`src/hw/rtl/parton_density_du_correction_defines.svh`:
```
// Assertion macros for the d/u density correction block.
// Included by files that check their own logic; depends on nothing else.
`ifndef PARTON_DENSITY_DU_CORRECTION_DEFINES_SVH
`define PARTON_DENSITY_DU_CORRECTION_DEFINES_SVH
`ifndef SYNTHESIS
`define PDC_ASSERT_IMP(lbl, clk, rst_n, a, b) \
  lbl: assert property (@(posedge clk) disable iff (!rst_n) (a) |-> (b)) \
    else $error("pdc check failed");
`define PDC_ASSERT_NXT(lbl, clk, rst_n, a, b) \
  lbl: assert property (@(posedge clk) disable iff (!rst_n) (a) |=> (b)) \
    else $error("pdc check failed");
`else
`define PDC_ASSERT_IMP(lbl, clk, rst_n, a, b)
`define PDC_ASSERT_NXT(lbl, clk, rst_n, a, b)
`endif
`endif

```
`src/hw/rtl/pdc_pkg.sv`:
```
// Shared types, constants and fixed-point helpers of the d/u density correction.
// Used by every module of the block; depends on nothing.
package pdc_pkg;

  localparam int FRAC_BITS = 24;
  localparam int WORD_BITS = 32;
  localparam int PROD_W    = 2 * WORD_BITS;
  localparam int MAG_W     = PROD_W + 1;
  localparam int X_W       = FRAC_BITS + 1;
  localparam int NUM_W     = WORD_BITS + FRAC_BITS;
  localparam int DIV_LAT   = NUM_W + 2;
  localparam int QDEPTH    = 4;
  localparam int QPTR_W    = $clog2(QDEPTH);
  localparam int QCNT_W    = $clog2(QDEPTH + 1);
  localparam int CFG_IDX_W = 3;

  typedef logic signed [WORD_BITS-1:0] word_t;
  typedef logic signed [PROD_W-1:0]    prod_t;
  typedef logic        [MAG_W-1:0]     mag_t;

  typedef enum logic [CFG_IDX_W-1:0] {
    REG_DELTA_C0     = CFG_IDX_W'(0),
    REG_DELTA_C1     = CFG_IDX_W'(1),
    REG_DELTA_C2     = CFG_IDX_W'(2),
    REG_UP_SEA_SCALE = CFG_IDX_W'(3),
    REG_DN_SEA_SCALE = CFG_IDX_W'(4),
    REG_DELTA_ENABLE = CFG_IDX_W'(5)
  } cfg_reg_t;

  typedef struct packed {
    word_t delta_c0;
    word_t delta_c1;
    word_t delta_c2;
    word_t up_sea_scale;
    word_t down_sea_scale;
    logic  delta_enable;
  } cfg_t;

  typedef struct packed {
    logic [X_W-1:0] bjorken_x;
    word_t          up_valence_in;
    word_t          down_valence_in;
    word_t          up_sea_in;
    word_t          down_sea_in;
  } in_item_t;

  typedef struct packed {
    word_t up_valence_out;
    word_t down_valence_out;
    word_t up_sea_out;
    word_t down_sea_out;
    logic  range_error;
  } out_item_t;

  typedef struct packed {
    logic  err;
    word_t val;
  } sat_t;

  typedef struct packed {
    logic vld;
    logic push;
  } front_stat_t;

  typedef struct packed {
    logic full;
    logic empty;
  } queue_stat_t;

  localparam word_t W_MAX   = {1'b0, {(WORD_BITS-1){1'b1}}};
  localparam word_t W_MIN   = {1'b1, {(WORD_BITS-1){1'b0}}};
  localparam mag_t  LIM_POS = {{(MAG_W-WORD_BITS+1){1'b0}}, {(WORD_BITS-1){1'b1}}};
  localparam mag_t  LIM_NEG = LIM_POS + mag_t'(1);
  localparam mag_t  RND     = mag_t'(1) << (FRAC_BITS - 1);
  localparam word_t ONE     = (FRAC_BITS < WORD_BITS - 1) ? (word_t'(1) << FRAC_BITS) : W_MAX;

  function automatic sat_t sat_mag(input logic neg, input mag_t m);
    sat_t s;
    s.err = 1'b0;
    if (neg) begin
      if (m > LIM_NEG) begin
        s.err = 1'b1;
        s.val = W_MIN;
      end else begin
        s.val = word_t'(mag_t'(0) - m);
      end
    end else begin
      if (m > LIM_POS) begin
        s.err = 1'b1;
        s.val = W_MAX;
      end else begin
        s.val = word_t'(m);
      end
    end
    return s;
  endfunction

  function automatic sat_t add_sat(input word_t a, input word_t b, input logic sub);
    logic signed [WORD_BITS:0] sm;
    sat_t s;
    sm = sub ? ({a[WORD_BITS-1], a} - {b[WORD_BITS-1], b})
             : ({a[WORD_BITS-1], a} + {b[WORD_BITS-1], b});
    s.err = (sm[WORD_BITS] != sm[WORD_BITS-1]);
    if (s.err) begin
      s.val = sm[WORD_BITS] ? W_MIN : W_MAX;
    end else begin
      s.val = sm[WORD_BITS-1:0];
    end
    return s;
  endfunction

  function automatic sat_t round_prod(input prod_t p);
    logic              neg;
    logic [PROD_W-1:0] m;
    mag_t              r;
    neg = p[PROD_W-1];
    m   = neg ? (PROD_W'(0) - p) : p;
    r   = (mag_t'(m) + RND) >> FRAC_BITS;
    return sat_mag(neg, r);
  endfunction

endpackage

```
`src/hw/rtl/pdc_front.sv`:
```
// Front end: input register that takes beats and hands them to the queue.
// Depends on pdc_pkg.
module pdc_front (
  input  logic                  clk,
  input  logic                  rst_n,
  input  logic                  in_valid,
  output logic                  in_stall,
  input  pdc_pkg::in_item_t     in_data,
  input  logic                  q_full_i,
  output pdc_pkg::in_item_t     item_o,
  output pdc_pkg::front_stat_t  fst_o
);

  logic              vld_r, vld_nxt;
  pdc_pkg::in_item_t item_r;
  logic              take, push;

  assign in_stall = vld_r && q_full_i;
  assign take     = in_valid && !in_stall;
  assign push     = vld_r && !q_full_i;

  always_comb begin
    vld_nxt = vld_r;
    if (take) begin
      vld_nxt = 1'b1;
    end else if (push) begin
      vld_nxt = 1'b0;
    end
  end

  always_ff @(posedge clk) begin
    if (!rst_n) begin
      vld_r <= 1'b0;
    end else begin
      vld_r <= vld_nxt;
    end
  end

  always_ff @(posedge clk) begin
    if (take) begin
      item_r <= in_data;
    end
  end

  assign item_o     = item_r;
  assign fst_o.vld  = vld_r;
  assign fst_o.push = push;

endmodule

```
`config.mk`:
```
export PLATFORM = sky130hd
export DESIGN_NAME = pdc_front
export DESIGN_NICKNAME = d
export VERILOG_FILES = /design/src/hw/rtl/parton_density_du_correction_defines.svh /design/src/hw/rtl/pdc_pkg.sv /design/src/hw/rtl/pdc_front.sv
export SDC_FILE = /design/constraint.sdc
export NUM_CORES = 1
export LEC_CHECK = 0
export BUFFER_PORTS_ARGS = -buffer_cell sky130_fd_sc_hd__buf_4
export CAP_MARGIN = 0
export CORE_AREA = 2 2 123 125
export CTS_CLUSTER_DIAMETER = 150
export DETAILED_ROUTE_END_ITERATION = 10
export DIE_AREA = 0 0 125 127
export HOLD_SLACK_MARGIN = 0.1
export PLACE_DENSITY_LB_ADDON = 0.15
export SYNTH_ARGS = -nofsm -noshare
export SYNTH_HDL_FRONTEND = slang
export SYNTH_SLANG_ARGS = --single-unit
```
`constraint.sdc`:
```
create_clock -name clk -period 10.8 [get_ports clk]
set_input_delay 2.7 -clock clk [delete_from_list [all_inputs] [get_ports clk]]
set_output_delay 2.7 -clock clk [all_outputs]
set_load 0.01 [all_outputs]
```
## Yosys cells after proc, flatten, opt, wreduce, memory -nomap -nowiden

Index checks and enable logic that the tools add are counted.

- Word-level logic and storage cells: 14
- Input port bits: 157
- Register bits after elaboration: 154
- Output and inout bits: 156

- Multiplexer cells: 2
- Reduce and logical (&&, ||, !) cells: 6

Operators by type and width:

| cell | number |
|---|---|
| 1-bit logical AND | 3 |
| 1-bit logical NOT | 2 |
| 1-bit 2-to-1 mux | 2 |
| 2-bit nonzero test | 1 |

## Depth between registers and ports, before layout

Gate-level depths: netlist of the first run.

- Depth after elaboration: 4
- Gate-level depth with buffers: 2
- Depth with buffers taken out: 2

## Worst setup path before layout of the first run

Ideal clock, no wire load.

- Path type: in2reg
- Start: input port q_full_i
- End: register item_r (netlist bit item_o[0]), enable pin
- Path buffers: 0
- Data required time: 10.115 ns
- Library setup time: 0.685 ns
- Slack: 0.501 ns
- Stages on the path: 2
- Data arrival time: 9.614 ns
- Cells stage by stage: and2_4 nor2b_1

- Word-level cells in the longest chain between the ends: 3

RTL lines:

| element | line | RTL |
|---|---|---|
| from (decl) | pdc_front.sv:9 | `input logic q_full_i,` |
| 1-bit logical AND | pdc_front.sv:18 | `assign in_stall = vld_r && q_full_i;` |
| 1-bit logical NOT | pdc_front.sv:19 | `assign take = in_valid && !in_stall;` |
| 1-bit logical AND | pdc_front.sv:19 |  |
| net take | pdc_front.sv:16 | `logic take, push;` |
| to (signal assigned) | pdc_front.sv:41 | `item_r <= in_data;` |
| to (decl) | pdc_front.sv:15 | `pdc_pkg::in_item_t item_r;` |

The timed path passes the listed nets, and every way through them passes these cells.
A chain may end at the register's enable or synchronous reset.

## Worst setup path after layout of the first run

- Start: input port q_full_i
- End: output port in_stall

- Word-level cells in the longest chain between the ends: 1

RTL lines:

| element | line | RTL |
|---|---|---|
| 1-bit logical AND | pdc_front.sv:18 |  |
| to (decl) | pdc_front.sv:7 | `output logic in_stall,` |

Every way passes these cells.

==> flow_metrics.py, run 1 <==
metrics = {
    "critical_path": {
        "critPathLaunch": "q_full_i",
        "cp_data_required_time_ns": 8.10,
        "critPathCaptureType": "output port",
        "cp_max_fo": 3,
        "cp-start-kind": "input port",
        "worstSetupPathType": "in -> out",
        "cp_data_arrival_time_ns": 3.12,
        "r2r-start": "vld_r",
    },
    "logic_synthesis": {
        "syn_area_per_cell_um2": 29.1,
        "yosys.cell_types.count": 7,
        "ys_seq_area_share_pct": 99.0,
        "syn_nets": 317,
        "syn_inst": 160,
        "ys.warnings.count": 0,
        "post_synth_instance_area_um2": 4660,
        "ys_ff_latch": 154,
    },
    "global_routing": {
        "grtUsageTotal_pct": 15.1,
        "grt_remaining_overflow": 0,
        "grt_pass1_vias": 3034,
        "antenna_found_initial": 0,
        "grt_max_degree": 85,
        "grt_first_pass_wirelength_mm": 17.4,
    },
    "detailed_routing": {
        "vias": 2896,
        "ant_nets": 0,
        "drtIter0Drc": 210,
        "drc": 0,
        "dr.pass1.iters": 4,
        "routedWlPerCell_um": 17.7,
        "routed_wl_mm": 12.2,
        "via_per_inst": 4.22,
    },
    "run_status": {
        "status": "finished clean",
    },
    "timing": {
        "slew_viol_final": 0,
        "fmax_mhz": 172,
        "worstMarginPinSlew_ns": 1.07,
        "hold-worst-slack_ns": 0.667,
        "hold_viol": 0,
        "fin_crit_ns": 5.82,
        "skew_ns": 0.00418,
        "tns_ns": 0,
        "max-slew-margin-rel_pct": 28.9,
        "rsz0062_at_grt": "no",
        "report.final.setup_viol": 0,
        "finalCritPeriodShare_pct": 53.9,
    },
    "clock_tree": {
        "clk_pin_slew_ns": 0.06,
        "cts_tree": "done",
        "clockBufferDepth": 2,
        "cts_hold_buf": 0,
        "clock_latency_ns": 0.41,
        "cts.sinks": 154,
        "ctsResizeCount": 0,
        "cts_setup_buffers": 0,
        "cts-root-buf": "clkbuf_16",
        "h-tree-depth": 4,
        "numCtsBuffers": 17,
    },
    "floorplanning": {
        "rows": 44,
        "start_util_pct": 32.3,
        "ios": 313,
        "die_w_um": 125,
        "die_y_um": 127,
        "coreArea_um2": 14400,
        "fp.dieArea_um2": 15900,
    },
    "placement": {
        "routabilityCongestion": 0.727,
        "dpl.hpwl_mm": 9.14,
        "port_buffers": 312,
    },
    "pwr": {
        "p_total_mw": 1.47,
        "max-vdd-ir-drop_mv": 0.0986,
        "leakage_nw": 3.31,
        "p_per_area_nw_per_um2": 187,
    },
    "finish": {
        "fillCellCount": 1193,
        "diodes": 0,
        "drive_above_1_share_pct": 68.4,
        "area_growth_syn_to_layout_pct": 68.9,
        "nNetsFinal": 648,
    },
    "flow_run": {
        "maxCapViolCount": 0,
    },
    "hold_path": {
        "worstHoldPathType": "reg -> reg",
        "hold_start": "vld_r",
    },
}
## sequential cells by signal, summed over array words and instances, names as in the netlist
name,cells
item_o,153
vld_r,1
## Yosys cell counts
cell type / n / area share, %
dfxtp_1: 1 / 0.43
and2_4: 1 / 0.19
edfxtp_1: 153 / 99
buf_4: 2 / 0.32
nor2b_1: 1 / 0.13
o21a_1: 1 / 0.16
and2b_1: 1 / 0.16
## routing by layer
layer | wire length [um] | GRT usage, % | vias to the layer above
li1 | - | - | 1311
met1 | 4200 | 15.4 | 1366
met2 | 6050 | 24.6 | 201
met3 | 1670 | 9.76 | 18
met4 | 227 | 6.80 | 0
met5 | 0 | 0 | -
## cell type report
class	instances	area, um2	share of cell area, %
Sequential cell	154	4610	58.6
Timing Repair Buffer	314	2360	30.0
Clock buffer	18	429	5.45
Tap cell	184	230	2.93
Clock inverter	13	201	2.56
Multi-Input combinational cell	4	37.5	0.477
## cells in the final DEF, fill, tap and decap left out, drive strengths merged
cell type	synthesis	layout
dfxtp	1	1
nor2b	1	1
clkinvlp	0	4
and2b	1	1
clkinv	0	4
and2	1	1
o21a	1	1
buf	2	314
edfxtp	153	153
clkbuf	0	18
bufinv	0	5
## critical path, cell delays in order
cell,delay [ns]
buf_4,0.11
and2_4,0.17
buf_4,0.14
## report_power, final
group          switching [mW]  internal, mW
Clock                   0.226         0.407
Sequential            0.00957         0.700
Combinational          0.0544        0.0747
## logic make-up after synthesis
| logic type | share of synthesized area (%) |
|---|---|
| AO/OA/AOI/OAI | 0.161 |
| buffers and inverters | 0.322 |
| flip-flops | 99.0 |
| AND/OR/NAND/NOR | 0.484 |
## stage by stage
step / setup slack [ns] / util, % / instances / instance area (um2)
CTS: 4.98 / 54.6 / 687 / 7870
global route: 4.97 / 54.6 / 687 / 7870
finish: 4.98 / 54.6 / 687 / 7870
detailed placement: 4.98 / 50.2 / 656 / 7240
floorplan: 0.501 / - / 160 / 4660
global placement: 4.98 / 50.2 / 656 / 7240
## worst paths after layout
kind,cells after the start,slack (ns),end
setup / recovery,3,4.98,in_stall
hold / removal,2,0.67,vld_r
setup reg to reg,3,8.96,item_o[95]
hold reg to reg,2,0.67,vld_r
Note: power is estimated with default switching activity, not from simulation.
==> run 2: changes to the inputs <==
--- a/config.mk
+++ b/config.mk
@@ -5,12 +5,13 @@
 export SDC_FILE = /design/constraint.sdc
 export NUM_CORES = 1
 export LEC_CHECK = 0
+export ABC_AREA = 1
 export BUFFER_PORTS_ARGS = -buffer_cell sky130_fd_sc_hd__buf_4
 export CAP_MARGIN = 0
-export CORE_AREA = 2 2 123 125
+export CORE_AREA = 2 2 120 122
 export CTS_CLUSTER_DIAMETER = 150
 export DETAILED_ROUTE_END_ITERATION = 10
-export DIE_AREA = 0 0 125 127
+export DIE_AREA = 0 0 122 124
 export HOLD_SLACK_MARGIN = 0.1
 export PLACE_DENSITY_LB_ADDON = 0.15
 export SYNTH_ARGS = -nofsm -noshare
==> constraint.sdc (replaced) <==
create_clock -name clk -period 6.1 [get_ports clk]
set_input_delay 1.525 -clock clk [delete_from_list [all_inputs] [get_ports clk]]
set_output_delay 1.525 -clock clk [all_outputs]
set_load 0.01 [all_outputs]
==> flow_metrics.py, run 2 <==
metrics = {
    "finish": {
        "fillCellCount": 1119,
        "diodes": 0,
        "mostFrequentLayoutCell": "buf_4",
        "largest_reg_flops": 153,
        "nNetsFinal": 651,
        "area_growth_syn_to_layout_pct": 67.3,
        "final_cell_mix": "312 x buf_4, 153 x edfxtp_1, 17 x clkbuf_16, 5 x clkinv_2",
        "drive_above_1_share_pct": 67.9,
    },
    "logic_synthesis": {
        "ys.warnings.count": 0,
        "syn_area_per_cell_um2": 28.5,
        "ys_seq_area_share_pct": 98.9,
        "synth-edff-count": 153,
        "synth_commonest_cells": "153 x edfxtp_1, 3 x inv_1, 2 x buf_4, 2 x nor2_1",
        "syn_nets": 321,
        "yosys.area.top_type_share_pct": 98.4,
        "syn_inst": 164,
        "ys_top_cells_by_area": "edfxtp_1 98%, dfxtp_1 0.43%, buf_4 0.32%",
        "synth.largest_area_cell": "edfxtp_1",
        "post_synth_instance_area_um2": 4670,
        "synth_most_common_cell": "edfxtp_1",
        "ys.flop_type": "edfxtp_1",
        "yosys.cell_types.count": 8,
        "ys_async_sr_fraction_pct": 0,
        "ys_ff_latch": 154,
    },
    "clock_tree": {
        "h-tree-depth": 4,
        "cts-root-buf": "clkbuf_16",
        "clk_pin_slew_ns": 0.06,
        "numCtsBuffers": 17,
        "cts_hold_buf": 0,
        "ctsResizeCount": 0,
        "cts_setup_buffers": 0,
        "clock_latency_ns": 0.41,
        "cts_tree": "done",
        "clockBufferDepth": 2,
        "cts.sinks": 154,
    },
    "pwr": {
        "power_frac_comb_pct": 9.2,
        "p_seq_share_pct": 50.4,
        "switchingPower_mw": 0.490,
        "p_per_area_nw_per_um2": 319,
        "p_total_mw": 2.49,
        "power_frac_clock_pct": 40.4,
        "intPower_mw": 2.00,
        "swShare_pct": 19.7,
        "max-vdd-ir-drop_mv": 0.166,
        "leakage_nw": 3.30,
    },
    "flow_run": {
        "maxCapViolCount": 0,
    },
    "timing": {
        "report.final.setup_viol": 0,
        "hold-worst-slack_ns": 0.502,
        "skew_ns": 0.00431,
        "fmax_mhz": 292,
        "hold_viol": 0,
        "finalCritPeriodShare_pct": 56.2,
        "worstMarginPinSlew_ns": 0.807,
        "max-slew-margin-rel_pct": 46.2,
        "fin_crit_ns": 3.43,
        "tns_ns": 0,
        "slew_viol_final": 0,
        "rsz0062_at_grt": "no",
    },
    "critical_path": {
        "cp-start-kind": "input port",
        "cp_data_required_time_ns": 4.58,
        "worstSetupPathType": "in -> out",
        "cp_max_fo": 2,
        "critPathLaunch": "q_full_i",
        "cp_data_arrival_time_ns": 1.90,
        "critPathCaptureType": "output port",
        "r2r-start": "vld_r",
    },
    "global_routing": {
        "met2_usage_pct": 25.7,
        "grt_first_pass_wirelength_mm": 15.6,
        "antenna_found_initial": 0,
        "grt_max_degree": 154,
        "grt_pass1_vias": 2680,
        "met1_usage_pct": 14.6,
        "grtUsageTotal_pct": 14.8,
        "use_met3_pct": 7.28,
        "busiest_layer": "met2",
        "grt_remaining_overflow": 0,
    },
    "floorplanning": {
        "coreArea_um2": 13700,
        "ios": 313,
        "die_y_um": 124,
        "start_util_pct": 34.0,
        "die_w_um": 122,
        "fp.dieArea_um2": 15100,
        "rows": 43,
    },
    "placement": {
        "dpl.hpwl_mm": 8.76,
        "routabilityCongestion": 0.759,
        "port_buffers": 312,
    },
    "detailed_routing": {
        "routed_wl_mm": 11.7,
        "vias": 2854,
        "dr.pass1.iters": 4,
        "via_per_inst": 4.17,
        "drc": 0,
        "drtIter0Drc": 172,
        "routedWlPerCell_um": 17.1,
        "ant_nets": 0,
    },
    "run_status": {
        "status": "finished clean",
    },
    "hold_path": {
        "worstHoldPathType": "reg -> reg",
        "hold_start": "vld_r",
    },
}
==> run 2: cell types whose count changed after synthesis <==
cell     delta
a21oi_2     +1
and2_4      -1
and2b_1     -1
inv_1       +3
inv_2       +1
nand2_2     +1
nor2_1      +2
nor2b_1     -1
o21a_1      -1
==> run 2: cell type report <==
| type | count | area, um2 | area share (%) |
|---|---|---|---|
| sequential | 154 | 4610 | 59.1 |
| timing repair buffer | 313 | 2360 | 30.2 |
| clock buffer | 19 | 433 | 5.54 |
| tap | 180 | 225 | 2.88 |
| clock inverter | 11 | 130 | 1.67 |
| multi-input combinational | 4 | 30.0 | 0.384 |
| inverter | 4 | 15.0 | 0.192 |
==> run 2: logic make-up after synthesis <==
kind of cell / count (synthesis) / share of synthesized area, %
buffers and inverters: 6 / 0.643
AO/OA/AOI/OAI: 1 / 0.188
flip-flops: 154 / 98.9
AND/OR/NAND/NOR: 3 / 0.295
==> run 2: final timing paths <==
kind / slack [ns] / cells past startpoint / end
worst min-delay path: 0.50 / 2 / vld_r
worst min register to register: 0.50 / 2 / vld_r
worst max register to register: 4.47 / 4 / item_o[119]
worst max-delay path: 2.67 / 4 / in_stall
==> run 2: layer usage <==
metal / routed length (um) / up-vias
met5: 0 / -
met4: 193 / 0
met3: 1290 / 15
met2: 6400 / 165
met1: 3850 / 1358
li1: - / 1316
==> run 2: power groups by stage <==
stage / clock [mW] / sequential, mW / combinational [mW]
detailed placement: 0 / 1.28 / 0.233
global route: 1.08 / 1.26 / 0.244
global placement: 0 / 1.28 / 0.231
finish: 1.01 / 1.26 / 0.229
CTS: 1.03 / 1.26 / 0.233
floorplan: 0 / 1.32 / 0.0214
==> run 2: critical path, stage by stage <==
cell and delay [ns]:
buf_4 0.12, nand2_2 0.08, inv_2 0.05, buf_4 0.14
==> run 2: stage by stage <==
step / util, % / instances / area, um2 / setup slack [ns]
after global routing: 56.9 / 685 / 7810 / 2.64
after global placement: 52.8 / 655 / 7250 / 2.67
after CTS: 56.9 / 685 / 7810 / 2.67
final: 56.9 / 685 / 7810 / 2.67
after floorplan: - / 164 / 4670 / 0.0321
after detailed placement: 52.8 / 655 / 7250 / 2.67
