===== src/hw/rtl/parton_density_du_correction_defines.svh =====
// Assertion macros for the d/u density correction block.
// Included by files that check their own logic; depends on nothing else.
`ifndef PARTON_DENSITY_DU_CORRECTION_DEFINES_SVH
`define PARTON_DENSITY_DU_CORRECTION_DEFINES_SVH
`ifndef SYNTHESIS
`define PDC_ASSERT_IMP(lbl, clk, rst_n, a, b) \
  lbl: assert property (@(posedge clk) disable iff (!rst_n) (a) |-> (b)) \
    else $error("pdc check failed");
`define PDC_ASSERT_NXT(lbl, clk, rst_n, a, b) \
  lbl: assert property (@(posedge clk) disable iff (!rst_n) (a) |=> (b)) \
    else $error("pdc check failed");
`else
`define PDC_ASSERT_IMP(lbl, clk, rst_n, a, b)
`define PDC_ASSERT_NXT(lbl, clk, rst_n, a, b)
`endif
`endif


===== src/hw/rtl/pdc_pkg.sv =====
// Shared types, constants and fixed-point helpers of the d/u density correction.
// Used by every module of the block; depends on nothing.
package pdc_pkg;

  localparam int FRAC_BITS = 24;
  localparam int WORD_BITS = 32;
  localparam int PROD_W    = 2 * WORD_BITS;
  localparam int MAG_W     = PROD_W + 1;
  localparam int X_W       = FRAC_BITS + 1;
  localparam int NUM_W     = WORD_BITS + FRAC_BITS;
  localparam int DIV_LAT   = NUM_W + 2;
  localparam int QDEPTH    = 4;
  localparam int QPTR_W    = $clog2(QDEPTH);
  localparam int QCNT_W    = $clog2(QDEPTH + 1);
  localparam int CFG_IDX_W = 3;

  typedef logic signed [WORD_BITS-1:0] word_t;
  typedef logic signed [PROD_W-1:0]    prod_t;
  typedef logic        [MAG_W-1:0]     mag_t;

  typedef enum logic [CFG_IDX_W-1:0] {
    REG_DELTA_C0     = CFG_IDX_W'(0),
    REG_DELTA_C1     = CFG_IDX_W'(1),
    REG_DELTA_C2     = CFG_IDX_W'(2),
    REG_UP_SEA_SCALE = CFG_IDX_W'(3),
    REG_DN_SEA_SCALE = CFG_IDX_W'(4),
    REG_DELTA_ENABLE = CFG_IDX_W'(5)
  } cfg_reg_t;

  typedef struct packed {
    word_t delta_c0;
    word_t delta_c1;
    word_t delta_c2;
    word_t up_sea_scale;
    word_t down_sea_scale;
    logic  delta_enable;
  } cfg_t;

  typedef struct packed {
    logic [X_W-1:0] bjorken_x;
    word_t          up_valence_in;
    word_t          down_valence_in;
    word_t          up_sea_in;
    word_t          down_sea_in;
  } in_item_t;

  typedef struct packed {
    word_t up_valence_out;
    word_t down_valence_out;
    word_t up_sea_out;
    word_t down_sea_out;
    logic  range_error;
  } out_item_t;

  typedef struct packed {
    logic  err;
    word_t val;
  } sat_t;

  typedef struct packed {
    logic vld;
    logic push;
  } front_stat_t;

  typedef struct packed {
    logic full;
    logic empty;
  } queue_stat_t;

  localparam word_t W_MAX   = {1'b0, {(WORD_BITS-1){1'b1}}};
  localparam word_t W_MIN   = {1'b1, {(WORD_BITS-1){1'b0}}};
  localparam mag_t  LIM_POS = {{(MAG_W-WORD_BITS+1){1'b0}}, {(WORD_BITS-1){1'b1}}};
  localparam mag_t  LIM_NEG = LIM_POS + mag_t'(1);
  localparam mag_t  RND     = mag_t'(1) << (FRAC_BITS - 1);
  localparam word_t ONE     = (FRAC_BITS < WORD_BITS - 1) ? (word_t'(1) << FRAC_BITS) : W_MAX;

  function automatic sat_t sat_mag(input logic neg, input mag_t m);
    sat_t s;
    s.err = 1'b0;
    if (neg) begin
      if (m > LIM_NEG) begin
        s.err = 1'b1;
        s.val = W_MIN;
      end else begin
        s.val = word_t'(mag_t'(0) - m);
      end
    end else begin
      if (m > LIM_POS) begin
        s.err = 1'b1;
        s.val = W_MAX;
      end else begin
        s.val = word_t'(m);
      end
    end
    return s;
  endfunction

  function automatic sat_t add_sat(input word_t a, input word_t b, input logic sub);
    logic signed [WORD_BITS:0] sm;
    sat_t s;
    sm = sub ? ({a[WORD_BITS-1], a} - {b[WORD_BITS-1], b})
             : ({a[WORD_BITS-1], a} + {b[WORD_BITS-1], b});
    s.err = (sm[WORD_BITS] != sm[WORD_BITS-1]);
    if (s.err) begin
      s.val = sm[WORD_BITS] ? W_MIN : W_MAX;
    end else begin
      s.val = sm[WORD_BITS-1:0];
    end
    return s;
  endfunction

  function automatic sat_t round_prod(input prod_t p);
    logic              neg;
    logic [PROD_W-1:0] m;
    mag_t              r;
    neg = p[PROD_W-1];
    m   = neg ? (PROD_W'(0) - p) : p;
    r   = (mag_t'(m) + RND) >> FRAC_BITS;
    return sat_mag(neg, r);
  endfunction

endpackage


===== src/hw/rtl/pdc_queue.sv =====
// Short FIFO between the front end and the arithmetic back end.
// Depends on pdc_pkg.
module pdc_queue (
  input  logic                  clk,
  input  logic                  rst_n,
  input  logic                  push_i,
  input  pdc_pkg::in_item_t     item_i,
  input  logic                  pop_i,
  output pdc_pkg::in_item_t     head_o,
  output pdc_pkg::queue_stat_t  qst_o
);

  pdc_pkg::in_item_t          mem_r [pdc_pkg::QDEPTH];
  logic [pdc_pkg::QPTR_W-1:0] wp_r, rp_r;
  logic [pdc_pkg::QCNT_W-1:0] cnt_r;

  always_ff @(posedge clk) begin
    if (!rst_n) begin
      wp_r  <= '0;
      rp_r  <= '0;
      cnt_r <= '0;
    end else begin
      if (push_i) begin
        wp_r <= wp_r + pdc_pkg::QPTR_W'(1);
      end
      if (pop_i) begin
        rp_r <= rp_r + pdc_pkg::QPTR_W'(1);
      end
      if (push_i && !pop_i) begin
        cnt_r <= cnt_r + pdc_pkg::QCNT_W'(1);
      end else if (pop_i && !push_i) begin
        cnt_r <= cnt_r - pdc_pkg::QCNT_W'(1);
      end
    end
  end

  always_ff @(posedge clk) begin
    if (push_i) begin
      mem_r[wp_r] <= item_i;
    end
  end

  assign head_o      = mem_r[rp_r];
  assign qst_o.full  = (cnt_r == pdc_pkg::QCNT_W'(pdc_pkg::QDEPTH));
  assign qst_o.empty = (cnt_r == '0);

endmodule


===== config.mk =====
export PLATFORM = sky130hd
export DESIGN_NAME = pdc_queue
export DESIGN_NICKNAME = d
export VERILOG_FILES = /design/src/hw/rtl/parton_density_du_correction_defines.svh /design/src/hw/rtl/pdc_pkg.sv /design/src/hw/rtl/pdc_queue.sv
export SDC_FILE = /design/constraint.sdc
export NUM_CORES = 1
export LEC_CHECK = 0
export BUFFER_PORTS_ARGS = -buffer_cell sky130_fd_sc_hd__buf_4
export CORE_MARGIN = 2
export CORE_UTILIZATION = 30
export DETAILED_ROUTE_END_ITERATION = 8
export PLACE_DENSITY = 0.46
export SYNTH_ARGS = -nofsm -noshare
export SYNTH_HDL_FRONTEND = slang
export SYNTH_SLANG_ARGS = --single-unit

===== constraint.sdc =====
create_clock -name clk -period 11 [get_ports clk]
set_input_delay 1.1 -clock clk [delete_from_list [all_inputs] [get_ports clk]]
set_output_delay 1.1 -clock clk [all_outputs]
set_load 0.01 [all_outputs]

Word level (Yosys, flattened, before mapping):

Memory sizes are Yosys's and may differ from the RTL's. A register that Yosys moved wholly into a read port is not among the register bits.
Index checks and enable logic that the tools add are counted.

* add/sub/neg operators: 4
* equality and inequality tests: 1
* mux-type cells: 6
* reductions and logical operators: 6

Operators by type and width (count)
* $mux W3: 2
* $add A2 B1 Y2 const B: 2
* $mux W2: 2
* $add A3 B1 Y3 const B: 1
* $eq A3 B3 Y1 const B: 1
* $logic_not A3 Y1: 1
* $sub A3 B1 Y3 const B: 1
* $logic_and A1 B1 Y1: 2
* $logic_not A1 Y1: 2
* $mux W1: 2
* $reduce_bool A2 Y1: 1

* register bits: 7
* RAM bits: 612
* output and inout bits: 155
* memories: 1

Memory list
* mem_r: words 4, bits a word 153, rd ports 1, clocked after Yosys merged registers in 1, wr ports 1, RTL line pdc_queue.sv:13 `pdc_pkg::in_item_t mem_r [pdc_pkg::QDEPTH];`

Depth between registers and ports, before layout:

Gate-level depths: netlist of run 1.

* word-level depth: 4
* mapped depth: 7

Least setup slack after synthesis of run 1:

OpenSTA, ideal clock, no wires.

* kind: in2reg
* start point: input push_i
* end point: memory mem_r[0][0] (netlist name), enable pin
* arrival: 4.590 ns
* slack: 5.879 ns
* stages on the path: 1
* path buffers: 0
* cell sequence: and2_1

* cells in the longest elaborated chain, start to end: 2

RTL lines
* start, declared: RTL line pdc_queue.sv:6 `input logic push_i,`
* $mux W1: RTL line pdc_queue.sv:38 `if (push_i) begin`
* $mux W1 (not written as such): RTL line pdc_queue.sv:39 `mem_r[wp_r] <= item_i;`
* end, declared: RTL line pdc_queue.sv:13

Every way passes these cells.

==> results of run 1 <==
[state kept, by name, summed over array words and instances (netlist names), named ones only]
signal	count
rp_r	2
mem_r	612
cnt_r	3
wp_r	2
[metal layers]
| metal | share of wire | GRT usage | up-vias |
|---|---|---|---|
| li1 | - | - | 4391 |
| met1 | 0.42 | 0.164 | 5317 |
| met2 | 0.47 | 0.202 | 284 |
| met3 | 0.089 | 0.0541 | 84 |
| met4 | 0.017 | 0.0362 | 14 |
| met5 | 0.0021 | 0 | - |
[worst max-delay path: cells and delay by family (launching register included)]
family,cells,cell delay (ps)
mux,1,430
flops,1,1040
buf+inv,2,980
[cells in the mapped netlist]
master / count
buf_6: 9
nor2b_1: 2
buf_1: 2
clkbuf_1: 6
or3_1: 1
xor2_1: 3
mux2i_1: 2
mux4_2: 153
nor3_1: 1
edfxtp_1: 612
dfxtp_1: 9
fa_1: 1
o21ai_0: 1
xnor2_1: 2
and2_1: 9
ha_1: 5
buf_2: 17
a21boi_0: 1
nand2_1: 1
nor3b_1: 1
inv_1: 4
[logic make-up (layout without fill, tap and decap cells)]
logic type | Yosys count | count (layout) | share of synthesized area
compound gates | 2 | 2 | 0.000556
simple gates | 15 | 15 | 0.00406
mux | 155 | 155 | 0.154
other cells | 0 | 1 | 0
buf+inv | 38 | 454 | 0.0103
fa+ha+maj | 6 | 6 | 0.00367
flops | 621 | 621 | 0.825
xor+xnor | 5 | 5 | 0.00195
[cell type report]
cell class,instances,share of cell area
flip-flops and latches,621,0.660
clock buffers,86,0.0662
clock inverters,41,0.0123
diodes,1,0.0000889
repair buffers,323,0.0866
multi-input cells,183,0.132
inverters,4,0.000533
well taps,969,0.0431
[final timing paths]
kind                                 from            end  slack [ps]  cells after the start
worst max register to register    wp_r[0]  mem_r[0][150]        8430                      4
worst min register to register   cnt_r[2]       cnt_r[2]         530                      2
worst max-delay path            flip-flop     head_o[73]        6790                      3
worst min-delay path             cnt_r[2]       cnt_r[2]         530                      2
[through the flow]
step	util	setup WS, ps	hold slack (ps)
finish	0.379	6790	533
global route	0.379	6590	577
CTS	0.379	6590	526
detailed placement	0.349	7260	514
global placement	0.349	7250	491
floorplan	-	5880	472
[power by group through the flow]
stage / clock, mW / combinational (mW) / sequential (mW)
2_1_floorplan: 0 / 0.293 / 2.80
3_3_place_gp: 0 / 0.575 / 2.80
3_5_place_dp: 0 / 0.578 / 2.81
4_1_cts: 2.32 / 0.580 / 2.76
5_1_grt: 2.41 / 0.607 / 2.77
6_report: 2.23 / 0.557 / 2.76
==> summary.md, run 1 <==
| Metric | Value |
|---|---|
| Status | `completed` |
| Die area | `77200 µm²` |
| Post-cts resize count | `0` |
| Slew Viols, Final | `0` |
| Commonest non-fill, non-tap cell in the layout | `edfxtp_1` |
| Initial drt markers | `486` |
| Die width | `278 µm` |
| CTS tree | `done` |
| Top-area cell type share of the netlist area | `0.817` |
| Part of the power in the clock network | `0.402` |
| Largest net degree at the start of global routing | `95` |
| Min Tclk post-route | `4210 ps` |
| # setup viols final | `0` |
| CP Data Required Time | `9900 ps` |
| Worst slew pin tran | `1090 ps` |
| Worst slew margin | `0.274` |
| Vias | `10100` |
| Final Hold Viols | `0` |
| Post-Syn Nets | `1005` |
| Switch share | `0.220` |
| Startpoint types | `flip-flop` |
| Starting Density | `0.303` |
| VDD IR-drop max | `0.000126 V` |
| Hold Buf Count CTS | `0` |
| Nets | `1367` |
| Routed WL | `49600 µm` |
| Final period util | `0.383` |
| Post-layout instance area | `28100 µm²` |
| Most frequent cells in the layout | `612 x edfxtp_1, 322 x buf_4, 153 x mux4_2, 72 x clkbuf_16, 16 x clkinv_2` |
| Post-synth top area cell | `edfxtp_1` |
| Sequential Area | `18600 µm²` |
| Placed cell count | `2100` |
| Type of the tightest min-delay check | `reg -> reg` |
| Max-Cap Viols | `0` |
| Mapped cell area | `22500 µm²` |
| Seq pwr share | `0.497` |
| Rows | `100` |
| Inserted Clock Buffers | `71` |
| CTS Buffer Depth | `3` |
| RSZ-0062 raised after global routing | `false` |
| Vias in the first global route | `10900` |
| Net Switching | `1.22 mW` |
| CP Cell Sequence | `buf_4, mux4_2, buf_4` |
| Seq/Total Area, Yosys | `0.825` |
| FF+latch count, synth | `621` |
| Leak pwr | `9.32 nW` |
| Cell repeated most along the worst path | `buf_4` |
| Clk_lat worst skew | `590 ps` |
| Cells after Synth | `842` |
| Drt pass-1 iters | `4` |
| Crit-path max FO | `59` |
| Die height | `278 µm` |
| Critical path's slowest cell | `dfxtp_4` |
| DRC | `0` |
| Tot Pwr | `5.55 mW` |
| Initial antenna violation count | `7` |
| Via-to-Cell Ratio | `4.53` |
| Fin cells | `2228` |
| Wirelength per Cell | `22.3 µm` |
| Clock transition at path regs | `60 ps` |
| Power Density | `197 nW/µm²` |
| Setup_tns | `0 ps` |
| Buffers on Ports | `311` |
| Synth unique cells | `21` |
| Dominant cells by area after synthesis | `edfxtp_1 82%, mux4_2 15%, dfxtp_1 0.80%, buf_6 0.45%, buf_2 0.38%` |
| Final clock skew | `20.6 ps` |
| Syn Area/Cell | `26.7 µm²` |
| Top Ports | `312` |
| FILL cells | `6824` |
| Core Region | `74300 µm²` |
| Setup repair bufs after CTS | `0` |
| Total GRT Usage | `0.129` |
| Yosys Warn Count | `0` |
| First-pass GRT wire length | `73400 µm` |
| Max Clk Rate | `238 MHz` |
| CTS H-tree depth | `3` |
| Clk sinks | `621` |
| Root buffer cell | `clkbuf_16` |
| CP max stage delay | `1040 ps` |
| Critical path type | `reg -> out` |
| CP endpoint kind | `output port` |
| Routed Antenna Nets | `0` |
| Ratio of cells with drive above 1 in the final layout | `0.463` |
| Area delta synth->final | `25.2%` |
| Gpl congestion | `0.665` |
| Combinational share of power | `0.100` |
| Total grt overflow | `0` |
| P_int | `4.33 mW` |
| Placed Instance Area | `25900 µm²` |
| Multi-input gate area | `3710 µm²` |
| Critical path arrival | `3110 ps` |
| Post-DP HPWL | `28400 µm` |
(Power assumes the default switching activity.)
==> run 2: changes to the inputs <==
- ABC_AREA: unset -> 1
- clock period: 11 -> 4 ns (I/O delays scaled with it)
==> run 2 against run 1 <==
Compared with the run above:
- setup slack lost 5700 ps
- power grew to 2.8 times the previous value
- utilization up 1.8 points
- global-route usage grew 1.6 points
- largest power group unchanged
==> summary.md, run 2 <==
| Metric | Value |
|---|---|
| Initial drt markers | `771` |
| CTS H-tree depth | `3` |
| Most frequent cells in the layout | `612 x edfxtp_1, 331 x buf_4, 311 x nor2_1, 293 x o21ai_0, 153 x o22ai_1` |
| Buffers on Ports | `311` |
| Type of the tightest min-delay check | `in -> reg` |
| Clock transition at path regs | `60 ps` |
| Net Switching | `3.52 mW` |
| CP endpoint kind | `output port` |
| Placed Instance Area | `26500 µm²` |
| Max Clk Rate | `348 MHz` |
| Critical path type | `reg -> out` |
| Final period util | `0.718` |
| Clk_lat worst skew | `600 ps` |
| Synth unique cells | `22` |
| Most frequent cells after synthesis | `612 x edfxtp_1, 311 x nor2_1, 293 x o21ai_0` |
| Vias | `14300` |
| Rows | `101` |
| Critical path arrival | `2470 ps` |
| Max-Cap Viols | `0` |
| Area delta synth->final | `30.5%` |
| Total GRT Usage | `0.144` |
| Clk sinks | `621` |
| Part of the power in the clock network | `0.406` |
| Final Hold Viols | `0` |
| Placed cell count | `2807` |
| Seq pwr share | `0.490` |
| Post-DP HPWL | `32100 µm` |
| Nets | `2161` |
| VDD IR-drop max | `0.000314 V` |
| # setup viols final | `0` |
| Initial antenna violation count | `4` |
| DRC | `0` |
| Drt pass-1 iters | `5` |
| Vias in the first global route | `14700` |
| Hold WS | `41.7 ps` |
| Switch share | `0.230` |
| Wirelength per Cell | `19.0 µm` |
| Commonest non-fill, non-tap cell in the layout | `edfxtp_1` |
| Core Region | `76100 µm²` |
| Status | `completed` |
| Die height | `282 µm` |
| Crit-path max FO | `128` |
| Total grt overflow | `0` |
| Worst Path Buf+Inv | `3` |
| Startpoint types | `flip-flop` |
| Top Ports | `312` |
| Post-synth top area cell | `edfxtp_1` |
| Slew Viols, Final | `0` |
| CP Data Required Time | `3600 ps` |
| Largest register FFs | `612` |
| EDFF count, synth | `612` |
| Worst slew pin tran | `950 ps` |
| Critical path's slowest cell | `inv_8` |
| Seq/Total Area, Yosys | `0.802` |
| CTS tree | `done` |
| Largest Register | `mem_r` |
| Starting Density | `0.304` |
| Post-layout instance area | `30200 µm²` |
| Inserted Clock Buffers | `69` |
| Top-area cell type share of the netlist area | `0.795` |
| Routed Antenna Nets | `0` |
| Leak pwr | `10.4 nW` |
| Min Tclk post-route | `2870 ps` |
| Die area | `79300 µm²` |
| Final clock skew | `21.8 ps` |
| Via-to-Cell Ratio | `4.63` |
| Combinational share of power | `0.104` |
| Cells after Synth | `1537` |
| Dominant cells by area after synthesis | `edfxtp_1 79%, o21ai_0 6.3%, nor2_1 5.0%, o22ai_1 4.1%, buf_6 1.3%` |
| First-pass GRT wire length | `87600 µm` |
| Ratio of cells with drive above 1 in the final layout | `0.214` |
| Asr flop ratio synth | `0` |
| Gpl congestion | `0.712` |
| Setup_tns | `0 ps` |
| Fin cells | `3084` |
| Largest net degree at the start of global routing | `157` |
| FF+latch count, synth | `621` |
| Syn Area/Cell | `15.0 µm²` |
| Tot Pwr | `15.3 mW` |
| Yosys Warn Count | `0` |
| Power Density | `508 nW/µm²` |
| Crit-path leading delay family | `buffers and inverters` |
| Routed WL | `58500 µm` |
| Worst slew margin | `0.367` |
| Post-Syn Nets | `1700` |
| RSZ-0062 raised after global routing | `false` |
| CP max stage delay | `550 ps` |
| Mapped cell area | `23100 µm²` |
| P_int | `11.8 mW` |
| Predominant post-synthesis flop cell | `edfxtp_1` |
| Setup repair bufs after CTS | `0` |
| Count leader, synth | `edfxtp_1` |
| CTS Buffer Depth | `3` |
| FILL cells | `7208` |
| Die width | `282 µm` |
| CP Cell Sequence | `inv_8, buf_12, o21ai_0, o22ai_1, buf_4` |
| Largest registers | `mem_r x612, cnt_r x3` |
| Root buffer cell | `clkbuf_16` |
[run 2: final timing paths]
kind              start      endpoint  slack [ps]  depth (start not counted)
min          item_i[63]  mem_r[1][63]          40                          1
max           flip-flop    head_o[95]        1130                          5
min reg2reg     rp_r[1]     flip-flop         430                          1
max reg2reg     wp_r[0]  mem_r[2][92]        1660                          6
[run 2: kinds of logic (layout without fill, tap and decap cells)]
group / Yosys count / in the layout / share of synthesized area
AND/OR/NAND/NOR: 324 / 324 / 0.0529
flip-flops: 621 / 621 / 0.802
buffers and inverters: 117 / 632 / 0.0314
other: 0 / 2 / 0
adder cells (fa/ha/maj): 6 / 6 / 0.00357
AO/OA/AOI/OAI: 469 / 469 / 0.110
[run 2: power groups by stage]
stage / sequential, mW / combinational [mW] / clock (mW)
after floorplan: 7.65 / 0.720 / 0
after global placement: 7.64 / 1.49 / 0
after detailed placement: 7.65 / 1.51 / 0
after CTS: 7.51 / 1.65 / 6.43
after global routing: 7.53 / 1.76 / 6.68
final: 7.51 / 1.60 / 6.22
[run 2: stage by stage]
step	util	worst slack, ps
detailed placement	0.348	1620
floorplan	-	33.8
global route	0.397	924
global placement	0.348	1630
CTS	0.397	1030
finish	0.397	1130
[run 2: cell type report]
class	count	area, µm²	area share
flip-flops and latches	621	18600	0.615
repair buffers	490	4170	0.138
multi-input cells	799	3840	0.127
clock buffers	85	1830	0.0606
well taps	1030	1290	0.0427
clock inverters	40	388	0.0129
inverters	17	90.1	0.00299
diodes	2	5.00	0.000166
[run 2: worst register-to-register path: stages, from the launching register on]
cell and delay (ps):
dfxtp_1 320, inv_1 120, ha_1 170, nand2_1 80, clkinvlp_4 80, buf_4 400
buf_4 750
[run 2: timing repair]
item,CTS,global route
hold buffers,150,0
hold endpoints to repair,600,0
gates resized for setup,0,0
[run 2: layer usage]
metal	wire length, µm	global-route usage	share of wire
met2	28400	0.244	0.48
met3	3630	0.0389	0.062
met1	25300	0.181	0.43
met5	27	0	0.00046
met4	1160	0.0432	0.020
==> run 3: changes to the inputs <==
- PLACE_DENSITY: 0.46 -> 0.48
- clock period: 4 -> 2.51 ns (I/O delays scaled with it)
==> run 3 against run 2 <==
Compared with the run above:
- critical endpoint is now head_o[98]
- flip-flop and latch count did not move
- via count up 1.1%
- die area unchanged
- sequential share of layout area shrank 1.2 points
==> summary.md, run 3 (same netlist as run 2, synthesis figures left out) <==
| Metric | Value |
|---|---|
| Core Region | `76100 µm²` |
| CP endpoint kind | `output port` |
| CTS tree | `done` |
| Final period util | `0.956` |
| Initial drt markers | `710` |
| Max Clk Rate | `417 MHz` |
| CP Cell Sequence | `buf_16, buf_12, o21ai_0, o22ai_1, buf_4` |
| Die area | `79300 µm²` |
| CP max stage delay | `470 ps` |
| Placed Instance Area | `26900 µm²` |
| RSZ-0062 raised after global routing | `true` |
| Largest net degree at the start of global routing | `80` |
| Worst slew margin | `0.603` |
| Critical path type | `reg -> out` |
| Fin cells | `3127` |
| Rows | `101` |
| Power Density | `791 nW/µm²` |
| Die height | `282 µm` |
| Startpoint types | `flip-flop` |
| Leak pwr | `10.7 nW` |
| Final Hold Viols | `0` |
| Max-Cap Viols | `0` |
| Status | `completed` |
| VDD IR-drop max | `0.000476 V` |
| Final clock skew | `19.3 ps` |
| Largest register FFs | `612` |
| Post-place setup slack | `529 ps` |
| Root buffer cell | `clkbuf_16` |
| Reg2reg setup slack | `780 ps` |
| Initial antenna violation count | `5` |
| Worst slew pin tran | `596 ps` |
| CTS H-tree depth | `3` |
| Clock transition at path regs | `60 ps` |
| Post-layout instance area | `30800 µm²` |
| Critical path's slowest cell | `dfxtp_4` |
| Gpl congestion | `0.726` |
| Ratio of cells with drive above 1 in the final layout | `0.234` |
| Placed cell count | `2835` |
| Starting Density | `0.304` |
| CP Data Required Time | `2260 ps` |
| Post-Route Utilization | `0.405` |
| Vias | `14400` |
| Top Ports | `312` |
| Slew Viols, Final | `0` |
| Wirelength per Cell | `18.9 µm` |
| Total grt overflow | `0` |
| Clk sinks | `621` |
| Vias in the first global route | `15100` |
| Drt pass-1 iters | `5` |
| Inserted Clock Buffers | `71` |
| # setup viols final | `0` |
| Area delta synth->final | `33.2%` |
| Clk_lat worst skew | `590 ps` |
| Commonest non-fill, non-tap cell in the layout | `edfxtp_1` |
| Routed WL | `59000 µm` |
| Buffers on Ports | `311` |
| CTS Buffer Depth | `3` |
| Final worst slack | `112 ps` |
| Largest registers | `mem_r x612, cnt_r x3` |
| Tot Pwr | `24.4 mW` |
| Die width | `282 µm` |
| First-pass GRT wire length | `89200 µm` |
| Most frequent cells in the layout | `612 x edfxtp_1, 339 x buf_4, 311 x nor2_1, 293 x o21ai_0, 157 x dlygate4sd3_1` |
| Via-to-Cell Ratio | `4.62` |
| Routed Antenna Nets | `0` |
| Total GRT Usage | `0.148` |
| Min Tclk post-route | `2400 ps` |
| Nets | `2204` |
| Largest Register | `mem_r` |
| Type of the tightest min-delay check | `in -> reg` |
| Post-DP HPWL | `34500 µm` |
| DRC | `0` |
| Crit-path max FO | `45` |
| Critical path arrival | `2150 ps` |
[run 3: cell count changes in the layout (fill, tap and decap cells not counted), moves of 4 or more]
cell	change
buf_12	+17
buf_16	+4
buf_4	+8
buf_6	+4
clkinv_1	-5
clkinv_4	+4
dlygate4sd3_1	+7
nand2_1	-4
nand2_2	+4
[run 3: worst max-delay path, delay by kind of cell (launching register included)]
kind	cells	cell delay [ps]
buffers and inverters	3	650
AO/OA/AOI/OAI	2	350
flip-flops	1	470
[run 3: final cells by class]
| type | instances | area [µm²] |
|---|---|---|
| clock buffers | 88 | 1840 |
| fillers | 7105 | 45300 |
| well taps | 1030 | 1290 |
| clock inverters | 38 | 328 |
| flip-flops and latches | 621 | 18600 |
| diodes | 3 | 7.51 |
| multi-input cells | 799 | 3870 |
| repair buffers | 531 | 4810 |
| inverters | 17 | 97.6 |
[run 3: repair_timing]
| item | in CTS | in global routing |
|---|---|---|
| endpoints found under the setup margin | 69 | 18 |
| hold buffers | 157 | 0 |
| endpoints found under the hold margin | 621 | 0 |
| resized for setup | 5 | 6 |
| gates cloned | 1 | 0 |
| buffers inserted | 3 | 2 |
[run 3: worst paths after layout]
kind,startpoint,cells past startpoint,to
worst max register to register,wp_r[0],5,mem_r[3][113]
worst min register to register,rp_r[1],1,flip-flop
worst min-delay path,item_i[68],2,mem_r[2][68]
worst max-delay path,flip-flop,5,head_o[98]
[run 3: metrics by stage]
| stage | hold slack (ps) | TNS [ps] |
|---|---|---|
| 2_1_floorplan | 350 | -455960 |
| 3_3_place_gp | 423 | 0 |
| 3_5_place_dp | 428 | 0 |
| 4_1_cts | 342 | 0 |
| 5_1_grt | 369 | -32.8 |
| 6_report | 403 | 0 |
[run 3: power by group]
group / switching (mW) / internal (mW)
Combinational: 1.53 / 1.17
Sequential: 0.102 / 11.9
Clock: 4.05 / 5.64
[run 3: metal layers]
| layer | GRT usage | wire length (µm) |
|---|---|---|
| met1 | 0.184 | 25100 |
| met5 | 0 | 24 |
| met2 | 0.251 | 29000 |
| met4 | 0.0446 | 1480 |
| met3 | 0.0405 | 3370 |
